<file path="src/hw/rtl/g2del_pkg.sv">
`timescale 1ns / 1ps
// Shared widths, register indexes and bundle types of the 2D grid edge list generator.
// No dependencies; every other file of the block imports this package.
package g2del_pkg;

  localparam int VERTEX_W     = 20;
  localparam int WEIGHT_W     = 32;
  localparam int SIDE_W       = 11;
  localparam int CFG_DATA_W   = 32;
  localparam int CFG_INDEX_W  = 2;
  localparam int MAX_SIDE_DEF = 1024;

  localparam logic [WEIGHT_W-1:0] UNIT_WEIGHT = 32'h0001_0000;
  localparam logic [SIDE_W-1:0]   SIDE_RESET  = 11'd2;

  localparam logic [CFG_INDEX_W-1:0] REG_HEIGHT   = 2'd0;
  localparam logic [CFG_INDEX_W-1:0] REG_WIDTH    = 2'd1;
  localparam logic [CFG_INDEX_W-1:0] REG_VWEIGHT  = 2'd2;
  localparam logic [CFG_INDEX_W-1:0] REG_DIAG_EN  = 2'd3;

  // Clamped grid configuration plus a rewind strobe
  typedef struct packed {
    logic [SIDE_W-1:0]   height;
    logic [SIDE_W-1:0]   width;
    logic [WEIGHT_W-1:0] vweight;
    logic                diag;
    logic                rewind;
  } cfg_t;

  typedef struct packed {
    logic [VERTEX_W-1:0] source_vertex;
    logic [VERTEX_W-1:0] target_vertex;
    logic [WEIGHT_W-1:0] edge_weight;
    logic                last_edge;
  } edge_t;

endpackage

</file>
<file path="src/hw/rtl/g2del_if.sv">
`timescale 1ns / 1ps
// Valid/ready channel interfaces: edge requests in, edges out.
// Depends on g2del_pkg for the payload widths.
interface g2del_req_if;
  import g2del_pkg::*;
  logic valid;
  logic ready;
  logic restart;
  modport source (output valid, output restart, input ready);
  modport sink   (input valid, input restart, output ready);
endinterface

interface g2del_edge_if;
  import g2del_pkg::*;
  logic                valid;
  logic                ready;
  logic [VERTEX_W-1:0] source_vertex;
  logic [VERTEX_W-1:0] target_vertex;
  logic [WEIGHT_W-1:0] edge_weight;
  logic                last_edge;
  modport source (output valid, output source_vertex, output target_vertex,
                  output edge_weight, output last_edge, input ready);
  modport sink   (input valid, input source_vertex, input target_vertex,
                  input edge_weight, input last_edge, output ready);
endinterface

</file>
<file path="src/hw/rtl/grid2d_edge_list_generator_top.sv">
`timescale 1ns / 1ps
// Top level of the 2D grid edge list generator: config registers, walker, output register.
// Depends on g2del_pkg, g2del_if, g2del_cfg, g2del_walk and g2del_oreg.
//
// Each request beat on req yields one edge beat on edges in the next cycle, and a new request
// is taken every cycle while the sink takes edges: the walker's counters advance as the
// request is accepted and the edge lands in a single output register, so req.ready is high
// whenever that register is empty or being taken. Edges come row-major: vertical then
// horizontal edges for each row, the bottom row's horizontal edges, then (diagonal mode) the
// down-right diagonals; last_edge marks the final one and the list restarts. restart=1 emits
// the first edge. Writing height, width or diagonal mode rewinds to the first edge; writing
// the vertical weight does not. Sides are clamped to 2..MAX_SIDE when written.
module grid2d_edge_list_generator_top import g2del_pkg::*; #(
  parameter int MAX_SIDE = MAX_SIDE_DEF
) (
  input  logic                   clk,
  input  logic                   rst,
  input  logic                   wr_en,
  input  logic [CFG_INDEX_W-1:0] wr_index,
  input  logic [CFG_DATA_W-1:0]  wr_data,
  g2del_req_if.sink              req,
  g2del_edge_if.source           edges
);

  cfg_t  cfg;
  edge_t res;
  logic  take;
  logic  fire;

  assign req.ready = take;
  assign fire      = req.valid && take;

  g2del_cfg #(
    .MAX_SIDE (MAX_SIDE)
  ) u_cfg (
    .clk      (clk),
    .rst      (rst),
    .wr_en    (wr_en),
    .wr_index (wr_index),
    .wr_data  (wr_data),
    .cfg      (cfg)
  );

  g2del_walk #(
    .MAX_SIDE (MAX_SIDE)
  ) u_walk (
    .clk     (clk),
    .rst     (rst),
    .cfg     (cfg),
    .fire    (fire),
    .restart (req.restart),
    .res     (res)
  );

  g2del_oreg u_oreg (
    .clk   (clk),
    .rst   (rst),
    .fire  (fire),
    .res   (res),
    .take  (take),
    .edges (edges)
  );

endmodule

</file>
<file path="src/hw/rtl/g2del_cfg.sv">
`timescale 1ns / 1ps
// Configuration registers: grid sides clamped at write time, vertical weight, diagonal mode.
// Depends on g2del_pkg.
module g2del_cfg import g2del_pkg::*; #(
  parameter int MAX_SIDE = MAX_SIDE_DEF
) (
  input  logic                   clk,
  input  logic                   rst,
  input  logic                   wr_en,
  input  logic [CFG_INDEX_W-1:0] wr_index,
  input  logic [CFG_DATA_W-1:0]  wr_data,
  output cfg_t                   cfg
);

  localparam int MW = $clog2(MAX_SIDE + 1);
  localparam int XW = (MW > SIDE_W) ? MW : SIDE_W;

  logic [SIDE_W-1:0]   height;
  logic [SIDE_W-1:0]   width;
  logic [WEIGHT_W-1:0] vweight;
  logic                diag;
  logic [SIDE_W-1:0]   side_raw;
  logic [SIDE_W-1:0]   side_clamped;

  // Clamp a side to 2..MAX_SIDE
  always_comb begin
    side_raw = wr_data[SIDE_W-1:0];
    if (side_raw < SIDE_RESET) begin
      side_clamped = SIDE_RESET;
    end else if (XW'(side_raw) > XW'(MAX_SIDE)) begin
      side_clamped = SIDE_W'(MAX_SIDE);
    end else begin
      side_clamped = side_raw;
    end
  end

  always_ff @(posedge clk) begin
    if (rst) begin
      height  <= SIDE_RESET;
      width   <= SIDE_RESET;
      vweight <= UNIT_WEIGHT;
      diag    <= 1'b0;
    end else if (wr_en) begin
      case (wr_index)
        REG_HEIGHT:  height  <= side_clamped;
        REG_WIDTH:   width   <= side_clamped;
        REG_VWEIGHT: vweight <= wr_data[WEIGHT_W-1:0];
        REG_DIAG_EN: diag    <= wr_data[0];
        default: ;
      endcase
    end
  end

  // Shape changes send the walk back to the first edge
  always_comb begin
    cfg.height  = height;
    cfg.width   = width;
    cfg.vweight = vweight;
    cfg.diag    = diag;
    cfg.rewind  = wr_en && (wr_index == REG_HEIGHT || wr_index == REG_WIDTH ||
                            wr_index == REG_DIAG_EN);
  end

  a_side_min: assert property (@(posedge clk) disable iff (rst)
    height >= SIDE_RESET && width >= SIDE_RESET)
    else $error("grid side below two");

endmodule

</file>
<file path="src/hw/rtl/g2del_walk.sv">
`timescale 1ns / 1ps
// Edge walker: row/column position and phase, and the edge that the current position names.
// Depends on g2del_pkg.
module g2del_walk import g2del_pkg::*; #(
  parameter int MAX_SIDE = MAX_SIDE_DEF
) (
  input  logic  clk,
  input  logic  rst,
  input  cfg_t  cfg,
  input  logic  fire,
  input  logic  restart,
  output edge_t res
);

  localparam int CW = $clog2(MAX_SIDE);
  localparam int XW = (CW > SIDE_W) ? CW : SIDE_W;

  typedef enum logic [1:0] {
    PH_VERT = 2'd0,
    PH_HORZ = 2'd1,
    PH_DIAG = 2'd2
  } phase_t;

  logic [CW-1:0]       row;
  logic [CW-1:0]       col;
  logic [VERTEX_W-1:0] row_base;
  phase_t              phase;

  logic [CW-1:0]       row_next;
  logic [CW-1:0]       col_next;
  logic [VERTEX_W-1:0] row_base_next;
  phase_t              phase_next;

  logic [CW-1:0]       cur_row;
  logic [CW-1:0]       cur_col;
  logic [VERTEX_W-1:0] cur_base;
  phase_t              cur_phase;
  logic [SIDE_W-1:0]   wm1;
  logic [SIDE_W-1:0]   wm2;
  logic [SIDE_W-1:0]   hm1;
  logic [SIDE_W-1:0]   hm2;
  logic [XW-1:0]       row_x;
  logic [XW-1:0]       col_x;
  logic [VERTEX_W-1:0] col_v;
  logic [VERTEX_W-1:0] base_down;
  logic                col_end_v;
  logic                col_end;

  always_comb begin
    cur_row   = restart ? '0 : row;
    cur_col   = restart ? '0 : col;
    cur_base  = restart ? '0 : row_base;
    cur_phase = restart ? PH_VERT : phase;

    wm1 = cfg.width - SIDE_W'(1);
    wm2 = cfg.width - SIDE_W'(2);
    hm1 = cfg.height - SIDE_W'(1);
    hm2 = cfg.height - SIDE_W'(2);

    row_x     = XW'(cur_row);
    col_x     = XW'(cur_col);
    col_v     = VERTEX_W'(cur_col);
    base_down = cur_base + VERTEX_W'(cfg.width);
    col_end_v = (col_x == XW'(wm1));
    col_end   = (col_x == XW'(wm2));

    row_next      = cur_row;
    col_next      = cur_col + CW'(1);
    row_base_next = cur_base;
    phase_next    = cur_phase;
    res.last_edge = 1'b0;

    case (cur_phase)
      PH_VERT: begin
        res.source_vertex = cur_base + col_v;
        res.target_vertex = base_down + col_v;
        res.edge_weight   = cfg.vweight;
        if (col_end_v) begin
          col_next   = '0;
          phase_next = PH_HORZ;
        end
      end
      PH_HORZ: begin
        res.source_vertex = cur_base + col_v;
        res.target_vertex = cur_base + col_v + VERTEX_W'(1);
        res.edge_weight   = UNIT_WEIGHT;
        if (col_end) begin
          col_next = '0;
          if (row_x == XW'(hm1)) begin
            row_next      = '0;
            row_base_next = '0;
            if (cfg.diag) begin
              phase_next = PH_DIAG;
            end else begin
              phase_next    = PH_VERT;
              res.last_edge = 1'b1;
            end
          end else begin
            row_next      = cur_row + CW'(1);
            row_base_next = base_down;
            // the row below the new one decides whether vertical edges remain
            phase_next    = (row_x + XW'(1) < XW'(hm1)) ? PH_VERT : PH_HORZ;
          end
        end
      end
      PH_DIAG: begin
        res.source_vertex = cur_base + col_v;
        res.target_vertex = base_down + col_v + VERTEX_W'(1);
        res.edge_weight   = UNIT_WEIGHT;
        if (col_end) begin
          col_next = '0;
          if (row_x == XW'(hm2)) begin
            row_next      = '0;
            row_base_next = '0;
            phase_next    = PH_VERT;
            res.last_edge = 1'b1;
          end else begin
            row_next      = cur_row + CW'(1);
            row_base_next = base_down;
          end
        end
      end
      default: begin
        res.source_vertex = '0;
        res.target_vertex = '0;
        res.edge_weight   = '0;
        row_next          = '0;
        col_next          = '0;
        row_base_next     = '0;
        phase_next        = PH_VERT;
      end
    endcase
  end

  always_ff @(posedge clk) begin
    if (rst || cfg.rewind) begin
      row      <= '0;
      col      <= '0;
      row_base <= '0;
      phase    <= PH_VERT;
    end else if (fire) begin
      row      <= row_next;
      col      <= col_next;
      row_base <= row_base_next;
      phase    <= phase_next;
    end
  end

  a_wrap: assert property (@(posedge clk) disable iff (rst)
    fire && res.last_edge |=> row == '0 && col == '0 && row_base == '0 && phase == PH_VERT)
    else $error("walk did not wrap after the last edge");

  a_base: assert property (@(posedge clk) disable iff (rst)
    row_base == VERTEX_W'(VERTEX_W'(row) * VERTEX_W'(cfg.width)))
    else $error("row base out of step with row counter");

  a_diag: assert property (@(posedge clk) disable iff (rst)
    phase == PH_DIAG |-> cfg.diag)
    else $error("diagonal phase with diagonal mode off");

endmodule

</file>
<file path="src/hw/rtl/g2del_oreg.sv">
`timescale 1ns / 1ps
// Output register: holds one edge beat until the sink takes it.
// Depends on g2del_pkg and g2del_if.
module g2del_oreg import g2del_pkg::*; (
  input  logic         clk,
  input  logic         rst,
  input  logic         fire,
  input  edge_t        res,
  output logic         take,
  g2del_edge_if.source edges
);

  logic  valid;
  edge_t data;

  // Free, or emptying this cycle
  assign take = !valid || edges.ready;

  always_ff @(posedge clk) begin
    if (rst) begin
      valid <= 1'b0;
    end else if (fire) begin
      valid <= 1'b1;
    end else if (edges.ready) begin
      valid <= 1'b0;
    end
  end

  always_ff @(posedge clk) begin
    if (fire) begin
      data <= res;
    end
  end

  assign edges.valid         = valid;
  assign edges.source_vertex = data.source_vertex;
  assign edges.target_vertex = data.target_vertex;
  assign edges.edge_weight   = data.edge_weight;
  assign edges.last_edge     = data.last_edge;

  a_load: assert property (@(posedge clk) disable iff (rst)
    fire |=> valid)
    else $error("accepted request produced no edge beat");

  a_drain: assert property (@(posedge clk) disable iff (rst)
    valid && edges.ready && !fire |=> !valid)
    else $error("taken edge beat not dropped");

  a_no_overrun: assert property (@(posedge clk) disable iff (rst)
    fire |-> !valid || edges.ready)
    else $error("edge beat overwritten before taken");

endmodule
</file>
<file path="src/flat_wrapper.sv">
// flat-port wrapper written by rule: the top's interface ports become plain ports
module grid2d_edge_list_generator_top_flat import g2del_pkg::*;
#(
  parameter int MAX_SIDE = MAX_SIDE_DEF
)
  (clk, rst, wr_en, wr_index, wr_data, req_valid, req_restart, req_ready, edges_valid, edges_source_vertex, edges_target_vertex, edges_edge_weight, edges_last_edge, edges_ready);
  g2del_req_if req_i ();
  g2del_edge_if edges_i ();
  input  logic clk;
  input  logic rst;
  input  logic wr_en;
  input  logic [CFG_INDEX_W-1:0] wr_index;
  input  logic [CFG_DATA_W-1:0] wr_data;
  input wire logic [$bits(req_i.valid)-1:0] req_valid;
  input wire logic [$bits(req_i.restart)-1:0] req_restart;
  output wire logic [$bits(req_i.ready)-1:0] req_ready;
  output wire logic [$bits(edges_i.valid)-1:0] edges_valid;
  output wire logic [$bits(edges_i.source_vertex)-1:0] edges_source_vertex;
  output wire logic [$bits(edges_i.target_vertex)-1:0] edges_target_vertex;
  output wire logic [$bits(edges_i.edge_weight)-1:0] edges_edge_weight;
  output wire logic [$bits(edges_i.last_edge)-1:0] edges_last_edge;
  input wire logic [$bits(edges_i.ready)-1:0] edges_ready;
  assign req_i.valid = req_valid;
  assign req_i.restart = req_restart;
  assign req_ready = req_i.ready;
  assign edges_valid = edges_i.valid;
  assign edges_source_vertex = edges_i.source_vertex;
  assign edges_target_vertex = edges_i.target_vertex;
  assign edges_edge_weight = edges_i.edge_weight;
  assign edges_last_edge = edges_i.last_edge;
  assign edges_i.ready = edges_ready;
  grid2d_edge_list_generator_top #(.MAX_SIDE(MAX_SIDE)) u_core (.clk(clk), .rst(rst), .wr_en(wr_en), .wr_index(wr_index), .wr_data(wr_data), .req(req_i), .edges(edges_i));
endmodule
</file>
<file path="config.mk">
export PLATFORM = sky130hd
export DESIGN_NAME = grid2d_edge_list_generator_top_flat
export DESIGN_NICKNAME = d
export VERILOG_FILES = /design/src/hw/rtl/g2del_pkg.sv /design/src/hw/rtl/g2del_if.sv /design/src/hw/rtl/grid2d_edge_list_generator_top.sv /design/src/hw/rtl/g2del_cfg.sv /design/src/hw/rtl/g2del_walk.sv /design/src/hw/rtl/g2del_oreg.sv /design/src/flat_wrapper.sv
export SDC_FILE = /design/constraint.sdc
export NUM_CORES = 1
export LEC_CHECK = 0
export ABC_CLOCK_PERIOD_IN_PS = 8920
export BUFFER_PORTS_ARGS = -buffer_cell sky130_fd_sc_hd__buf_2
export CAP_MARGIN = 10
export CORE_ASPECT_RATIO = 2
export CORE_MARGIN = 8
export CORE_UTILIZATION = 45
export DETAILED_ROUTE_END_ITERATION = 12
export GPL_TIMING_DRIVEN = 0
export HOLD_SLACK_MARGIN = 0.06
export PLACE_DENSITY = 0.73
export SLEW_MARGIN = 10
export SYNTH_ARGS = -nofsm -noshare
export SYNTH_HDL_FRONTEND = slang
export SYNTH_SLANG_ARGS = --single-unit
</file>
<file path="constraint.sdc">
create_clock -name clk -period 8.92 [get_ports clk]
set_input_delay 0.892 -clock clk [delete_from_list [all_inputs] [get_ports clk]]
set_output_delay 0.892 -clock clk [all_outputs]
set_load 0.02 [all_outputs]
</file>
==> results.yml <==
outcome:
  status: "finished, final reports clean"
sta:
  period_needed_ns: 8.285
  finalSetupTns_ns: 0
  slew_headroom_pct: 21.57
  finalCritPeriodShare_pct: 92.88
  tightest_slew_ns: 1.167
  slew_viol_final: 0
  max_freq_mhz: 120.7
  timing.hold.ws_ns: 0.4484
  fin_skew_ns: 0.01377
  finalHoldViolations: 0
  setup_viol: 0
  grt_setup_unrepaired: "no"
  setup_ws_ns: 0.6350
die:
  die_y_um: 246.5
  io-pin-count: 115
  die-area_um2: 32350
  die_x_um: 131.3
  placementRows: 84
  initial_core_util_pct: 45.68
  coreArea_um2: 26170
setup_path:
  cp-startpoint: "req_restart"
  crit_fanout: 28
  endpoint: "u_core.u_oreg.edges.target_vertex[19]"
  cp.required_ns: 9.17
  regToRegEndpoint: "u_core.u_oreg.edges.target_vertex[19]"
  critPathLaunchType: "input pin"
  r2r_setup_slack_ns: 2.49
  cp.arrival_ns: 8.54
  r2r.worst_path.cells: 21
  rr_startpoint: "u_core.u_cfg.width[1]"
  path_class: "input pin to flop"
  cp-end-kind: "flop"
grt:
  antenna_found_initial: 0
  grt_pass1_vias: 11220
  grt_pass1_wl_um: 58580
  grtUsageMet3_pct: 4.080
  gr-usage-met1_pct: 20.12
  gr-total-overflow: 0
  grt_max_degree: 60
  top_usage_layer: "met2"
  grt.total_usage_pct: 23.12
  use_met2_pct: 44.23
place:
  dp_cells: 1881
  dp_hpwl_um: 30460
  routabilityCongestion: 0.9770
  io_buffer_count: 112
  dp_slack_ns: -1.772
  place_area_um2: 12970
pwr:
  p_leak_uw: 0.005090
  powerDensity_nw_per_um2: 133.5
  irDropWorstVdd_mv: 0.1543
route:
  avgViaCountPerCell: 5.812
  drtIter0Drc: 761
  avgRoutedWirePerCell_um: 19.85
  first_pass_iters: 8
  drc_errors: 0
  num_vias: 11100
  totalWireLength_um: 37910
  detail-route-antenna-nets: 0
finish:
  fin_area_um2: 13570
  drive_above_1_share_pct: 12.84
  final_cells: 1910
  num-nets-final: 1646
  antennaDiodeCount: 0
  synthToLayoutAreaGrowth_pct: 13.52
yosys:
  yosys_most_used_dff: "dfxtp_1"
  synth_area_leader_cell: "edfxtp_1"
  synth_top_area_share_pct: 18.34
  ys_async_sr_fraction_pct: 0
  yosysUniqueCellTypes: 104
  yosys_warnings: 0
  ys_ff_latch: 171
  synth.cell_area_um2: 11950
  ys_seq_area_share_pct: 34.75
  synth_cells: 1424
  synth.avg_cell_area_um2: 8.395
  yosys-top-cells-area: "edfxtp_1 (18%), dfxtp_1 (16%), nand2_1 (5.6%)"
  synth_fp_nets: 1517
  synth-edff-count: 73
clock_tree:
  clk_latency_ns: 0.45
  cts_root_buf: "clkbuf_16"
  cts_tree: "yes"
  clock-sinks: 171
  clk_pin_slew_worst_paths_ns: 0.06
  ctsHtreeMaxLevel: 4
  clock_path_buffers: 2
  cts_buffers: 17
run:
  drv_cap: 0
min_path:
  hold_path_class: "flop to flop"
## worst min path at each step
stage	start	end	slack, ns	depth (start not counted)
2_1_floorplan	u_core.u_cfg.vweight[0]	u_core.u_cfg.vweight[0]	0.43	2
3_3_place_gp	u_core.u_cfg.vweight[15]	u_core.u_cfg.vweight[15]	0.44	2
3_5_place_dp	u_core.u_cfg.vweight[13]	u_core.u_cfg.vweight[13]	0.44	2
4_1_cts	u_core.u_cfg.vweight[30]	u_core.u_cfg.vweight[30]	0.45	2
5_1_grt	u_core.u_cfg.vweight[2]	u_core.u_cfg.vweight[2]	0.47	2
6_report	u_core.u_cfg.vweight[20]	u_core.u_cfg.vweight[20]	0.45	2
## routing by layer
| layer | share of wire (%) | wire length (µm) |
|---|---|---|
| met1 | 34 | 12800 |
| met2 | 54 | 20290 |
| met3 | 4.9 | 1841 |
| met4 | 7.9 | 2987 |
| met5 | 0 | 0 |
## kinds of logic (layout without fill, tap and decap cells)
logic type               Yosys count  after routing  share of synthesized area (%)
adder cells (fa/ha/maj)           54             54                          5.694
AND/OR/NAND/NOR                  593            593                          25.08
multiplexers                       9              9                         0.7746
AO/OA/AOI/OAI                    361            361                          20.54
flip-flops                       171            171                          34.75
XOR/XNOR                         111            111                          8.656
buffers and inverters            125            267                          4.511
## cells in the final DEF (no fill, tap or decap), types with 12 or more instances in the layout
cell type  instances
a22oi_1           36
xnor2_1           71
edfxtp_1          73
nand2b_1          12
nand3_1           33
nand2_1          177
dfxtp_1           98
a21oi_1          120
ha_1              52
o21a_1            14
clkbuf_16         21
buf_2            123
nor2_1           133
o31ai_1           13
and3_1            17
nor2b_1           44
and2_1            42
clkbuf_1          58
o21ai_0           46
nand4_1           12
nor3_1            37
o22ai_1           13
xor2_1            35
inv_1             40
nor4_1            12
## state kept, by name, indices dropped and copies added, names as in the netlist, 2 cells and up
name / flops
u_core.u_walk.row: 10
u_core.u_oreg.edges.target_vertex: 20
u_core.u_oreg.edges.source_vertex: 20
u_core.u_oreg.edges.edge_weight: 32
u_core.u_cfg.vweight: 32
u_core.u_walk.row_base: 20
u_core.u_walk.phase: 2
u_core.u_cfg.height: 11
u_core.u_walk.col: 10
u_core.u_cfg.width: 11
## what timing repair did
action,in CTS,in global routing
resized for setup,2,0
gates cloned,0,0
setup buffers,0,0
endpoints found under the setup margin,10,2
hold buffers,0,0
## report_power, final
part	switching (µW)	total [µW]	internal, µW
sequential	10.1	852	842
clock	324	755	431
combinational	138	205	66.7
total	473	1810	1340
## per-stage QoR
| step | util, % | total power [µW] |
|---|---|---|
| after floorplan | - | 999.6 |
| after global placement | 49.46 | 1073 |
| after detailed placement | 49.58 | 1075 |
| after CTS | 51.87 | 1823 |
| after global routing | 51.86 | 1872 |
| final | 51.86 | 1812 |
## cell type report
type | count | area (µm²)
Multi-Input combinational cell | 1128 | 7269
Inverter | 42 | 160.2
Buffer | 80 | 371.6
Timing Repair Buffer | 113 | 588.1
Tap cell | 344 | 430.4
Fill cell | 2553 | 12600
Sequential cell | 171 | 4154
Clock inverter | 7 | 46.29
Clock buffer | 25 | 550.5
## worst max-delay path: stages
cell      delay (ns)
buf_4           0.18
buf_2           0.45
buf_2           0.40
buf_2           0.55
buf_2           0.43
nor2b_1         0.13
ha_1            0.36
o21ai_0         0.19
nor4b_4         0.66
nor2_1          0.15
o21ai_0         0.36
xor2_1          0.16
ha_1            0.38
inv_1           0.12
o31ai_1         0.26
a31oi_1         0.13
o21ai_0         0.43
or3b_4          0.46
nand4b_1        0.35
xnor2_1         0.24
mux2_2          0.34
or3_4           0.36
o31a_1          0.25
o31ai_1         0.27
## cell usage after synthesis (12+ instances only)
| master | count |
|---|---|
| and3_1 | 17 |
| clkbuf_1 | 56 |
| xor2_1 | 35 |
| o21a_1 | 14 |
| o21ai_0 | 46 |
| o22ai_1 | 13 |
| nor2b_1 | 44 |
| nand2_1 | 177 |
| inv_1 | 41 |
| nand4_1 | 12 |
| edfxtp_1 | 73 |
| ha_1 | 52 |
| nand3_1 | 33 |
| and2_1 | 42 |
| a21oi_1 | 120 |
| o31ai_1 | 13 |
| nand2b_1 | 12 |
| nor4_1 | 12 |
| dfxtp_1 | 98 |
| nor3_1 | 37 |
| a22oi_1 | 36 |
| xnor2_1 | 71 |
| nor2_1 | 133 |
Note: power is estimated with default switching activity, not from simulation.
